===== src/rtl/core/tfb_pkg.sv =====
//------------------------------------------------------------------------------
// tfb_pkg
// Types, constants and the CRC-16/MODBUS byte update for the frame builder.
//------------------------------------------------------------------------------
package tfb_pkg;

    localparam int unsigned APB_AW = 5;
    localparam int unsigned APB_DW = 64;

    // Register indexes (byte address is 8 times the index).
    localparam logic [1:0] REG_SCHEMA  = 2'd0;
    localparam logic [1:0] REG_MODEL   = 2'd1;
    localparam logic [1:0] REG_DEVICE  = 2'd2;
    localparam logic [1:0] REG_TOKEN   = 2'd3;

    localparam int unsigned HDR_LEN = 13;

    // Output phases of one held item.
    localparam logic [3:0] PH_HDR_FIRST = 4'd0;
    localparam logic [3:0] PH_HDR_LAST  = 4'd12;
    localparam logic [3:0] PH_DATA      = 4'd13;
    localparam logic [3:0] PH_CRC_LO    = 4'd14;
    localparam logic [3:0] PH_CRC_HI    = 4'd15;

    localparam logic [15:0] CRC_INIT = 16'hFFFF;
    localparam logic [15:0] CRC_POLY = 16'hA001;

    typedef struct packed {
        logic [7:0]  schema_version;
        logic [7:0]  model_version;
        logic [15:0] device_id;
        logic [63:0] access_token;
    } t_cfg;

    typedef struct packed {
        logic       valid;
        logic [7:0] out_byte;
        logic       end_of_frame;
    } t_emit;

    function automatic logic [15:0] crc16_feed(input logic [15:0] crc, input logic [7:0] b);
        logic [15:0] c;
        c = crc ^ {8'h00, b};
        for (int k = 0; k < 8; k++) begin
            if (c[0]) begin
                c = (c >> 1) ^ CRC_POLY;
            end else begin
                c = c >> 1;
            end
        end
        return c;
    endfunction

endpackage


===== src/rtl/core/telemetry_frame_builder_crc16_top.sv =====
//------------------------------------------------------------------------------
// telemetry_frame_builder_crc16_top
// Frames a payload byte stream with a header and a CRC-16/MODBUS trailer.
//------------------------------------------------------------------------------
// Input channel (i_valid / o_stall) carries payload bytes with a last flag;
// output channel (o_valid / i_stall) carries the framed byte stream, with
// o_end_of_frame set on the high CRC byte. The header fields are set over the
// APB port, which is to be written by the user only while the block is idle;
// the block itself does not enforce this. A byte that opens a frame is sent
// after 13 header bytes, and a last byte is followed by the two CRC
// trailer bytes. The sequencer emits one byte per cycle into the output
// register while the receiver does not stall, so payload bytes in an open
// frame flow at one per cycle. The first output byte passes through the
// holding register and the output register before it is presented.
// Reset drops any open frame without a trailer, empties both registers and
// clears the header fields. When the receiver stalls, the output register
// holds its byte and the sequencer waits; the input side stalls once the
// holding register is busy.
//------------------------------------------------------------------------------
module telemetry_frame_builder_crc16_top (
    input  logic                         i_clk,
    input  logic                         i_rst_n,
    input  logic                         i_valid,
    output logic                         o_stall,
    input  logic [7:0]                   i_data_byte,
    input  logic                         i_last_byte,
    output logic                         o_valid,
    input  logic                         i_stall,
    output logic [7:0]                   o_out_byte,
    output logic                         o_end_of_frame,
    input  logic                         psel,
    input  logic                         penable,
    input  logic                         pwrite,
    input  logic [tfb_pkg::APB_AW-1:0]   paddr,
    input  logic [tfb_pkg::APB_DW-1:0]   pwdata,
    output logic [tfb_pkg::APB_DW-1:0]   prdata,
    output logic                         pready
);

    tfb_pkg::t_cfg  w_cfg;
    tfb_pkg::t_emit w_emit;
    logic           w_out_ready;

    logic           r_out_valid;
    logic [7:0]     r_out_byte;
    logic           r_out_eof;

    tfb_cfg u_cfg (
        .i_clk   (i_clk),
        .i_rst_n (i_rst_n),
        .psel    (psel),
        .penable (penable),
        .pwrite  (pwrite),
        .paddr   (paddr),
        .pwdata  (pwdata),
        .prdata  (prdata),
        .pready  (pready),
        .o_cfg   (w_cfg)
    );

    tfb_seq u_seq (
        .i_clk       (i_clk),
        .i_rst_n     (i_rst_n),
        .i_valid     (i_valid),
        .o_stall     (o_stall),
        .i_data_byte (i_data_byte),
        .i_last_byte (i_last_byte),
        .i_cfg       (w_cfg),
        .i_out_ready (w_out_ready),
        .o_emit      (w_emit)
    );

    assign w_out_ready = !r_out_valid || !i_stall;

    always_ff @(posedge i_clk) begin
        if (!i_rst_n) begin
            r_out_valid <= 1'b0;
        end else if (w_emit.valid) begin
            r_out_valid <= 1'b1;
        end else if (!i_stall) begin
            r_out_valid <= 1'b0;
        end
    end

    always_ff @(posedge i_clk) begin
        if (w_emit.valid) begin
            r_out_byte <= w_emit.out_byte;
            r_out_eof  <= w_emit.end_of_frame;
        end
    end

    assign o_valid        = r_out_valid;
    assign o_out_byte     = r_out_byte;
    assign o_end_of_frame = r_out_eof;

endmodule


===== src/rtl/core/tfb_cfg.sv =====
//------------------------------------------------------------------------------
// tfb_cfg
// APB register file holding the header fields of the frame.
//------------------------------------------------------------------------------
module tfb_cfg (
    input  logic                         i_clk,
    input  logic                         i_rst_n,
    input  logic                         psel,
    input  logic                         penable,
    input  logic                         pwrite,
    input  logic [tfb_pkg::APB_AW-1:0]   paddr,
    input  logic [tfb_pkg::APB_DW-1:0]   pwdata,
    output logic [tfb_pkg::APB_DW-1:0]   prdata,
    output logic                         pready,
    output tfb_pkg::t_cfg                o_cfg
);

    tfb_pkg::t_cfg r_cfg;
    logic [1:0]    w_idx;

    assign w_idx  = paddr[tfb_pkg::APB_AW-1:3];
    assign pready = 1'b1;
    assign o_cfg  = r_cfg;

    always_ff @(posedge i_clk) begin
        if (!i_rst_n) begin
            r_cfg <= '0;
        end else if (psel && penable && pwrite && pready) begin
            case (w_idx)
                tfb_pkg::REG_SCHEMA: r_cfg.schema_version <= pwdata[7:0];
                tfb_pkg::REG_MODEL:  r_cfg.model_version  <= pwdata[7:0];
                tfb_pkg::REG_DEVICE: r_cfg.device_id      <= pwdata[15:0];
                tfb_pkg::REG_TOKEN:  r_cfg.access_token   <= pwdata[63:0];
                default: ;
            endcase
        end
    end

    always_comb begin
        case (w_idx)
            tfb_pkg::REG_SCHEMA: prdata = {56'd0, r_cfg.schema_version};
            tfb_pkg::REG_MODEL:  prdata = {56'd0, r_cfg.model_version};
            tfb_pkg::REG_DEVICE: prdata = {48'd0, r_cfg.device_id};
            tfb_pkg::REG_TOKEN:  prdata = r_cfg.access_token;
            default:             prdata = '0;
        endcase
    end

endmodule


===== src/rtl/core/tfb_seq.sv =====
//------------------------------------------------------------------------------
// tfb_seq
// Input holding register, byte sequencer and running CRC of the frame.
//------------------------------------------------------------------------------
module tfb_seq (
    input  logic           i_clk,
    input  logic           i_rst_n,
    input  logic           i_valid,
    output logic           o_stall,
    input  logic [7:0]     i_data_byte,
    input  logic           i_last_byte,
    input  tfb_pkg::t_cfg  i_cfg,
    input  logic           i_out_ready,
    output tfb_pkg::t_emit o_emit
);

    logic        r_in_valid;
    logic [7:0]  r_in_data;
    logic        r_in_last;
    logic [3:0]  r_phase;
    logic        r_in_frame;
    logic [15:0] r_crc;

    logic        n_in_valid;
    logic [3:0]  n_phase;
    logic        n_in_frame;
    logic [15:0] n_crc;

    logic        w_step;
    logic        w_done;
    logic        w_load;
    logic [7:0]  w_byte;
    logic [7:0]  w_hdr [tfb_pkg::HDR_LEN];

    assign w_hdr[0]  = i_cfg.schema_version;
    assign w_hdr[1]  = i_cfg.model_version;
    assign w_hdr[2]  = i_cfg.device_id[15:8];
    assign w_hdr[3]  = i_cfg.device_id[7:0];
    assign w_hdr[4]  = i_cfg.access_token[63:56];
    assign w_hdr[5]  = i_cfg.access_token[55:48];
    assign w_hdr[6]  = i_cfg.access_token[47:40];
    assign w_hdr[7]  = i_cfg.access_token[39:32];
    assign w_hdr[8]  = i_cfg.access_token[31:24];
    assign w_hdr[9]  = i_cfg.access_token[23:16];
    assign w_hdr[10] = i_cfg.access_token[15:8];
    assign w_hdr[11] = i_cfg.access_token[7:0];
    assign w_hdr[12] = 8'h00;

    always_comb begin
        case (r_phase)
            tfb_pkg::PH_DATA:   w_byte = r_in_data;
            tfb_pkg::PH_CRC_LO: w_byte = r_crc[7:0];
            tfb_pkg::PH_CRC_HI: w_byte = r_crc[15:8];
            default:            w_byte = w_hdr[r_phase];
        endcase
    end

    always_comb begin
        w_step  = r_in_valid && i_out_ready;
        w_done  = ((r_phase == tfb_pkg::PH_DATA) && !r_in_last) ||
                  (r_phase == tfb_pkg::PH_CRC_HI);
        o_stall = r_in_valid && !(w_step && w_done);
        w_load  = i_valid && !o_stall;

        n_in_frame = r_in_frame;
        if (w_step && (r_phase == tfb_pkg::PH_HDR_LAST)) begin
            n_in_frame = 1'b1;
        end
        if (w_step && (r_phase == tfb_pkg::PH_CRC_HI)) begin
            n_in_frame = 1'b0;
        end

        n_phase = r_phase;
        if (w_step) begin
            n_phase = r_phase + 4'd1;
        end
        // The next item skips the header when its frame is already open.
        if (w_load) begin
            n_phase = n_in_frame ? tfb_pkg::PH_DATA : tfb_pkg::PH_HDR_FIRST;
        end

        n_in_valid = r_in_valid;
        if (w_step && w_done) begin
            n_in_valid = 1'b0;
        end
        if (w_load) begin
            n_in_valid = 1'b1;
        end

        // The CRC restarts on the first header byte and covers header and payload.
        n_crc = r_crc;
        if (w_step && (r_phase <= tfb_pkg::PH_DATA)) begin
            n_crc = tfb_pkg::crc16_feed(
                (r_phase == tfb_pkg::PH_HDR_FIRST) ? tfb_pkg::CRC_INIT : r_crc, w_byte);
        end

        o_emit.valid        = w_step;
        o_emit.out_byte     = w_byte;
        o_emit.end_of_frame = (r_phase == tfb_pkg::PH_CRC_HI);
    end

    always_ff @(posedge i_clk) begin
        if (!i_rst_n) begin
            r_in_valid <= 1'b0;
            r_phase    <= tfb_pkg::PH_HDR_FIRST;
            r_in_frame <= 1'b0;
            r_crc      <= tfb_pkg::CRC_INIT;
        end else begin
            r_in_valid <= n_in_valid;
            r_phase    <= n_phase;
            r_in_frame <= n_in_frame;
            r_crc      <= n_crc;
        end
    end

    always_ff @(posedge i_clk) begin
        if (w_load) begin
            r_in_data <= i_data_byte;
            r_in_last <= i_last_byte;
        end
    end

endmodule


===== config.mk =====
export PLATFORM = sky130hd
export DESIGN_NAME = telemetry_frame_builder_crc16_top
export DESIGN_NICKNAME = d
export VERILOG_FILES = /design/src/rtl/core/tfb_pkg.sv /design/src/rtl/core/telemetry_frame_builder_crc16_top.sv /design/src/rtl/core/tfb_cfg.sv /design/src/rtl/core/tfb_seq.sv
export SDC_FILE = /design/constraint.sdc
export NUM_CORES = 1
export LEC_CHECK = 0
export BUFFER_PORTS_ARGS = -buffer_cell sky130_fd_sc_hd__buf_2
export CAP_MARGIN = 30
export CORE_ASPECT_RATIO = 2
export CORE_MARGIN = 4
export CORE_UTILIZATION = 35
export CTS_BUF_LIST = sky130_fd_sc_hd__clkbuf_16
export CTS_CLUSTER_SIZE = 40
export DETAILED_ROUTE_END_ITERATION = 12
export PLACE_DENSITY = 0.66
export SLEW_MARGIN = 20
export SYNTH_ARGS = -nofsm -noshare
export SYNTH_HDL_FRONTEND = slang
export SYNTH_SLANG_ARGS = --single-unit

===== constraint.sdc =====
create_clock -name i_clk -period 5.6 [get_ports i_clk]
set_clock_uncertainty 0.2 [all_clocks]
set_input_delay 0.84 -clock i_clk [delete_from_list [all_inputs] [get_ports i_clk]]
set_output_delay 0.84 -clock i_clk [all_outputs]
set_load 0.02 [all_outputs]

# Yosys cells after proc, flatten, opt, wreduce, memory -nomap -nowiden
# Index checks and enable logic that the tools add are counted.
totals:
  regBits: 137
  in_bits: 85
  output_inout_bits: 76
  word_cells: 89
op_classes:
  add_sub_neg: 1
  order_cmp: 2
  n_eq_ne: 8
  muxes: 30
  bitwise_logic: 10
  reduce_logical: 25
op_table:
  columns: ["operator", "count"]
  rows:
  - ["$mux W16", 16]
  - ["$pmux W64 S4", 1]
  - ["$bmux W8 S4", 1]
  - ["$not A2 Y3", 8]
  - ["$pmux W8 S3", 1]
  - ["$eq A4 B4 Y1 const B", 4]
  - ["$mux W8", 2]
  - ["$xor A16 B8 Y16", 1]
  - ["$mux W4", 3]
  - ["$logic_and A1 B1 Y1", 10]
  - ["$reduce_and A2 Y1", 4]
  - ["$mux W1", 6]
  - ["$ge A5 B5 Y1 const B", 1]
  - ["$logic_not A1 Y1", 5]
  - ["$not A4 Y5", 1]
  - ["$add A4 B1 Y4 const B", 1]
  - ["$eq A2 B2 Y1 const B", 2]
  - ["$le A4 B4 Y1 const B", 1]
  - ["$logic_not A4 Y1", 1]
  - ["$reduce_bool A2 Y1", 2]
  - ["$eq A2 B1 Y1 const B", 1]
  - ["$logic_not A2 Y1", 1]
  - ["$logic_or A1 B1 Y1", 2]
  - ["$ne A2 B1 Y1 const B", 1]

# Depth between registers and ports, before layout
# Gate-level depths: netlist of run 1.
depth:
  ltp_word: 29
  depth_mapped: 16
  ltp_nobuf: 11

# Hierarchy
# From an unflattened synthesis of run 1, not the netlist that was laid out.
unflattened:
  cells_unflattened: 751
  area_unflattened_um2: 7465.9
by_module_without_submodules:
  columns: ["module", "n_inst", "cells_each", "area_per_inst_um2", "seq_area_each_um2"]
  rows:
  - ["tfb_cfg", 1, 473, 4410.5, 1921.8]
  - ["tfb_seq", 1, 265, 2750.1, 710.7]
  - ["telemetry_frame_builder_crc16_top", 1, 13, 305.3, 290.3]

# Least setup slack after synthesis of run 1
# Ideal clock, no wire load.
synth_path:
  path_kind: "register -> register"
  startpoint: "register u_seq.r_phase[1]"
  endpoint: "register u_seq.r_crc[0]"
  setup_ns: 0.130
  t_arrival_ns: 3.653
  required_time_ns: 5.270
  slack_ns: 1.617
  stages_incl_launch_ff: 15
  n_path_buf: 4
  synth_period_minus_slack_ns: 3.983
  cell_sequence: "dfxtp_1 buf_4 buf_4 buf_4 buf_2 inv_1 ha_1 o311a_1 o41a_1 xor2_2 xnor2_1 xnor2_2 xor3_2 mux2i_1 a31oi_1"
synth_lines:
  columns: ["item", "line", "text"]
  rows:
  - ["from (decl)", "tfb_seq.sv:20", "logic [3:0] r_phase;"]
  - ["from (signal assigned)", "tfb_seq.sv:105", "r_phase <= tfb_pkg::PH_HDR_FIRST;"]
  - ["from (signal assigned)", "tfb_seq.sv:110", "r_phase <= n_phase;"]
  - ["to (signal assigned)", "tfb_seq.sv:107", "r_crc <= tfb_pkg::CRC_INIT;"]
  - ["to (signal assigned)", "tfb_seq.sv:112", "r_crc <= n_crc;"]
  - ["to (decl)", "tfb_seq.sv:22", "logic [15:0] r_crc;"]

==> results of run 1 <==
sequential cells by signal, indices dropped and copies added (netlist names):
name and flops:
u_seq.r_phase 4, o_out_byte 8, u_seq.r_in_frame 1, u_seq.r_in_last 1, u_seq.r_crc 16, u_seq.r_in_data 8, o_valid 1, o_end_of_frame 1
u_cfg.o_cfg 96, u_seq.r_in_valid 1
area by class of cell:
class	instances	area (sq um)	area share (%)
clock buffer	17	425	4.98
clock inverter	15	199	2.33
inverter	8	30.0	0.351
multi-input combinational	549	3790	44.3
sequential	137	2920	34.2
tap	259	324	3.79
timing repair buffer	166	856	10.0
through the flow:
step	total power, uW	setup slack, ps
6_report	2490	1750
5_1_grt	2580	1620
4_1_cts	2520	1750
3_5_place_dp	1320	1750
3_3_place_gp	1310	1840
2_1_floorplan	1230	1620
Yosys cell counts (3+ instances only):
cell      count  area (sq um)
a21oi_1       7          35.0
xnor2_1      21           184
nor2_1       21          78.8
mux2i_1      52           521
inv_1         8          30.0
edfxtp_1     18           541
and3_1       52           325
mux4_2       21           473
and2_1        5          31.3
nand3_1       5          25.0
o21ai_0      12          60.1
o211ai_1      8          60.1
o22ai_1      10          62.6
dfxtp_1     119          2380
ha_1          4          50.1
buf_2         3          15.0
xor2_1        3          26.3
clkbuf_1     54           203
nor3_1        6          30.0
a21boi_0     81           608
buf_4         4          30.0
nand2_1     180           676
a222oi_1      7          70.1
nor2b_1      25           156
layout by cell type (no fill, tap or decap), drive strengths merged, types with 2 or more instances in the layout:
| cell type | synthesis | final |
|---|---|---|
| a21boi | 82 | 82 |
| nand3b | 2 | 2 |
| buf | 10 | 166 |
| xnor2 | 23 | 23 |
| a31oi | 2 | 2 |
| bufinv | 0 | 4 |
| and3 | 52 | 52 |
| a211oi | 2 | 2 |
| o41a | 2 | 2 |
| clkbuf | 54 | 17 |
| nor3 | 6 | 6 |
| a21oi | 7 | 7 |
| and2 | 5 | 5 |
| ha | 4 | 4 |
| nand3 | 5 | 5 |
| a22oi | 2 | 2 |
| o22ai | 10 | 10 |
| nor2b | 25 | 25 |
| nand2 | 180 | 180 |
| a222oi | 7 | 7 |
| xor2 | 4 | 4 |
| o21ai | 12 | 12 |
| dfxtp | 119 | 119 |
| nor2 | 21 | 21 |
| mux4 | 21 | 21 |
| inv | 8 | 11 |
| or3b | 2 | 2 |
| edfxtp | 18 | 18 |
| o211ai | 8 | 8 |
| clkinvlp | 0 | 4 |
| mux2i | 52 | 52 |
| clkinv | 0 | 4 |
layer usage:
layer  vias up  part of all wire, %  track usage [%]  wire length [microns]
li1       2873                    -                -                      -
met1      2871                   38             22.6                   8410
met2       211                   53             35.2                  11800
met3        41                  5.0             3.63                   1120
met4         0                  4.7             10.3                   1050
met5         -                    0                0                      0
worst paths after layout:
kind                                  startpoint               to  slack [ps]  depth (start not counted)
worst max-delay path            u_seq.r_phase[0]   u_seq.r_crc[0]        1750                         10
worst max register to register  u_seq.r_phase[0]   u_seq.r_crc[0]        1750                         10
worst min register to register   u_cfg.o_cfg[43]  u_cfg.o_cfg[43]         280                          2
worst min-delay path             u_cfg.o_cfg[43]  u_cfg.o_cfg[43]         280                          2
logic make-up after synthesis:
family	after synthesis	share of synthesized area [%]
fa+ha+maj	4	0.715
simple gates	301	19.7
mux	73	14.2
flops	137	41.8
xor+xnor	29	4.54
compound gates	141	14.8
other cells	1	0.0536
buf+inv	72	4.24
tightest hold or removal path, delay by kind of cell (launching register included):
kind	cells	cell delay, ps
AND/OR/NAND/NOR	1	50
flip-flops	1	310
AO/OA/AOI/OAI	1	60
report_power, final:
group | internal [uW] | total, uW | switching, uW
registers | 1030 | 1050 | 27.7
clock network | 746 | 1200 | 451
logic | 104 | 242 | 138
total | 1880 | 2490 | 616
==> metrics, run 1 <==
status completed; Cell variety after synth 50; Final period util 68.7%; worst path cell trace buf_4 > mux4_2 > and2_1 > o41a_4 > xnor2_4 > xnor2_1 > xnor2_2 > xor3_2 > mux2i_1 > a31oi_1; CTS tree built; CP max FO 12; Final Wtd Congestion ~0.84; max cap viols 0; Max IR drop VDD between 0.0002 and 0.00025 V; register area share after synthesis 41.8%; final design utilization between 40 and 50%; drt drc 0; crit-path max cell delay 630 ps; Async S/R FF share, synth 0%; first-pass GRT wire length around 34000 microns; final instance area about 0.0085 sq mm; core area between 0.015 and 0.02 sq mm; GRT overflow 0; Synth Instances 758; largest net degree at the start of global routing 84; Die X around 110 microns; synthesized area ~0.0070 sq mm; number of I/O port buffers approximately 160; Top FF cell, synth dfxtp_1; Cell Count Post-Placement 1119; Finished Layout Cells 1151; layout cells sized above 1 roughly 25%; Final ANT Viol Nets 0; CTS-repair resized insts 0; HPWL Detailed ~16000 microns; Vias 5996; Worst path top cell family by delay XOR/XNOR gates; Synthesized Nets between 800 and 900; root buffer cell clkbuf_16; RSZ-0062 raised after global routing no; H-tree Lvls 4; slowest CP cell dfxtp_1; critical path arrival 3920 ps; buffer and inverter count on the worst path 1; Post-Route WL ~22000 microns; TritonCTS Buffers 17; row cnt slightly above 70; fillers 1986; Slew @ Worst Pin slightly above 900 ps; initial antenna violation count 0; Worst slew margin 38.7%; # IOs 161; CTS Buffer Depth 2; Final Critical Period between 3000 and 4000 ps; Worst-path clk slew ~60 ps; Setup-failing EPs final 0; Syn Area/Cell slightly above 9 sq um; placed cell areas 0.00792 sq mm; number of global-route vias before repair ~6000; Leak between 0.003 and 0.004 uW; clock latency on the worst-skew pair 420 ps; WHS ~280 ps; highest clock rate 0.260 GHz; WL/cell ~19 microns; drt pass-1 iters 5; Final Max Tran Viols 0; number of diodes 0; Initial Util about 36%; nets 968; GRT Util Overall ~20%; setup TNS 0 ps; die area approximately 0.022 sq mm; Post-CTS Setup Inserts 0; count of clock tree sinks around 140; Critical Path Sink Type flop; pwr/cell area 292 mW/mm^2; DR iter-0 viols 426; Final Hold Viols 0; critical path type flop to flop; Syn-to-layout area delta 22.2%; Vias/cell 5.21; Hold-fix buffers, CTS 0; crit start category flop; Tightest Hold Check Type flop to flop; Die H between 200 and 250 microns; Yosys warnings 0; CP required roughly 5700 ps; Yosys reg bits ~140; number of enable flip-flop cells after synthesis 18
No activity file was read; power rests on OpenSTA's default activity.
==> run 2, diff against run 1 <==
- PLACE_DENSITY: 0.66 -> 0.68
- clock period: 5.6 -> 3.3 ns (I/O delays scaled with it)
==> run 2 against run 1 <==
  * Sequential share of layout area fell by 1.2 points
  * Wire length rose by 2.0%
  * Clock-buffer cell count grew 1
  * Core utilization up 1.7 points
  * Worst setup slack worse by 1600 ps
  * Combinational power rose by 88%
  * Flip-flop and latch count unchanged
  * Sequential power up 70%
  * Clock power up 76%
  * Critical path depth is the same
  * Register-to-register slack worse by 1600 ps
  * Fmax rose by 22%
  * Largest power group unchanged
==> metrics, run 2 (synthesized netlist as in run 1, its figures left out) <==
commonest non-fill, non-tap cell in the layout nand2_1; Final Critical Period around 3100 ps; Final ANT Viol Nets 0; Critical Path Sink Type flop; Max IR drop VDD around 0.00034 V; Hold EP u_seq.r_in_data[1]; row cnt 72; pwr/cell area 490 mW/mm^2; Final Hold Viols 0; Initial Util a little over a third; layout cells sized above 1 ~28%; Vias/cell ~5.2; Final Wtd Congestion between 0.9 and 1; Die H slightly above 200 microns; die area roughly 0.022 sq mm; status completed; CTS tree built; setup ws final 152 ps; buffer and inverter count on the worst path 1; Syn-to-layout area delta 26.8%; TritonCTS Buffers 17; HPWL Detailed ~17000 microns; Die X approximately 110 microns; CTS Buffer Depth 2; Register-to-Register Path Depth 10; WHS ~50 ps; Leak 0.00365 uW; first-pass GRT wire length 35500 microns; r2r setup slk between 150 and 200 ps; WP depth 10; Worst-path clk slew 60 ps; routed wl met3 a little over 1000 microns; Tightest Hold Check Type input pin to flop; Final period util around 95%; wl on met1 between 8000 and 9000 microns; met2 wire length between 10000 and 15000 microns; Final Max Tran Viols 0; FF-to-FF End u_seq.r_crc[0]; Hold-fix buffers, CTS 0; Worst Min Path Start i_data_byte[1]; root buffer cell clkbuf_16; number of I/O port buffers about 160; largest net degree at the start of global routing around 50; CP max FO 12; drt pass-1 iters 5; worst path cell trace inv_4 > ha_4 > o311a_4 > o41a_1 > xor2_4 > xnor2_2 > xnor2_2 > xor3_2 > mux2i_1 > a31oi_1; critical path type flop to flop; GRT Util Overall roughly a fifth; critical path arrival around 3200 ps; crit-path max cell delay ~530 ps; H-tree Lvls 4; max cap viols 0; crit start category flop; number of global-route vias before repair roughly 6300; initial antenna violation count 0; Vias roughly 6000; DR iter-0 viols between 400 and 500; number of diodes 0; nets 992; core area between 0.015 and 0.02 sq mm; drt drc 0; Hold Crit Depth 1; worst slack, placed just under 50 ps; CP required around 3400 ps; Largest register FFs 96; slowest CP cell o41a_1; uppermost layer routed met4; count of clock tree sinks approximately 140; most frequent cells in the layout 180 x nand2_1, 156 x buf_2, 117 x dfxtp_1; Slew @ Worst Pin between 700 and 800 ps; GRT overflow 0; Worst path top cell family by delay compound AO/OA/AOI/OAI gates; # IOs 161; RSZ-0062 raised after global routing no; Critical Path Most Common Cell xnor2_2; clock latency on the worst-skew pair 420 ps; Worst slew margin between 40% and 50%; Post-Route WL roughly 23000 microns; highest clock rate about 0.32 GHz; Setup-failing EPs final 0; reg-to-reg startpoint u_seq.r_phase[1]; WL/cell 19.5 microns
run 2: cell types whose count changed in the layout (fill, tap and decap cells not counted), moves of 2 or more:
cell | previous run | this run
xnor2_1 | 21 | 19
buf_12 | 0 | 4
xnor2_2 | 1 | 3
clkinvlp_4 | 4 | 1
inv_6 | 3 | 1
buf_4 | 10 | 29
run 2: power breakdown:
| part | switching [uW] | leakage, uW | internal [uW] |
|---|---|---|---|
| sequential | 41.3 | 0.00114 | 1740 |
| combinational | 250 | 0.00219 | 206 |
| clock | 734 | 0.000322 | 1380 |
run 2: metrics by stage:
stage	cells	total power (uW)	utilization [%]	cell area, sq um	setup TNS (ps)
6_report	1174	4350	45.4	8870	0
5_1_grt	1174	4490	45.4	8870	0
4_1_cts	1174	4360	45.2	8840	0
3_5_place_dp	1143	2270	41.9	8190	0
3_3_place_gp	1143	2260	41.9	8190	0
2_1_floorplan	758	2090	-	7060	-48.6
run 2: worst register-to-register path, stage by stage, from the launching register on:
cell	delay [ps]
dfxtp_4	460
inv_4	70
ha_4	220
o311a_4	420
o41a_1	530
xor2_4	220
xnor2_2	170
xnor2_2	210
xor3_2	300
mux2i_1	160
a31oi_1	50
run 2: final cells by class:
class                      count  area [sq um]
multi-input combinational    549          3850
sequential                   137          2930
timing repair buffer         190          1090
clock inverter                13           200
inverter                       8          32.5
tap                          259           324
fill                        1891         10700
clock buffer                  18           450
run 2: routing by layer:
layer,GRT usage (%),up-vias
li1,-,2925
met1,22.7,2940
met2,36.9,216
met3,3.75,57
met4,11.8,0
met5,0,-
run 2: worst max-delay path by stage:
stage / startpoint / endpoint / slack [ps]
after floorplan: u_seq.r_phase[1] / u_seq.r_crc[0] / -50
after global placement: u_seq.r_phase[1] / u_seq.r_crc[0] / 90
after detailed placement: u_seq.r_phase[1] / u_seq.r_crc[0] / 50
after CTS: u_seq.r_phase[1] / u_seq.r_crc[0] / 30
after global routing: u_seq.r_phase[0] / u_seq.r_crc[0] / 7
final: u_seq.r_phase[1] / u_seq.r_crc[0] / 150
run 2: timing repair:
action | in CTS | in global routing
setup buffers | 0 | 0
endpoints found under the setup margin | 0 | 3
resized for setup | 0 | 8
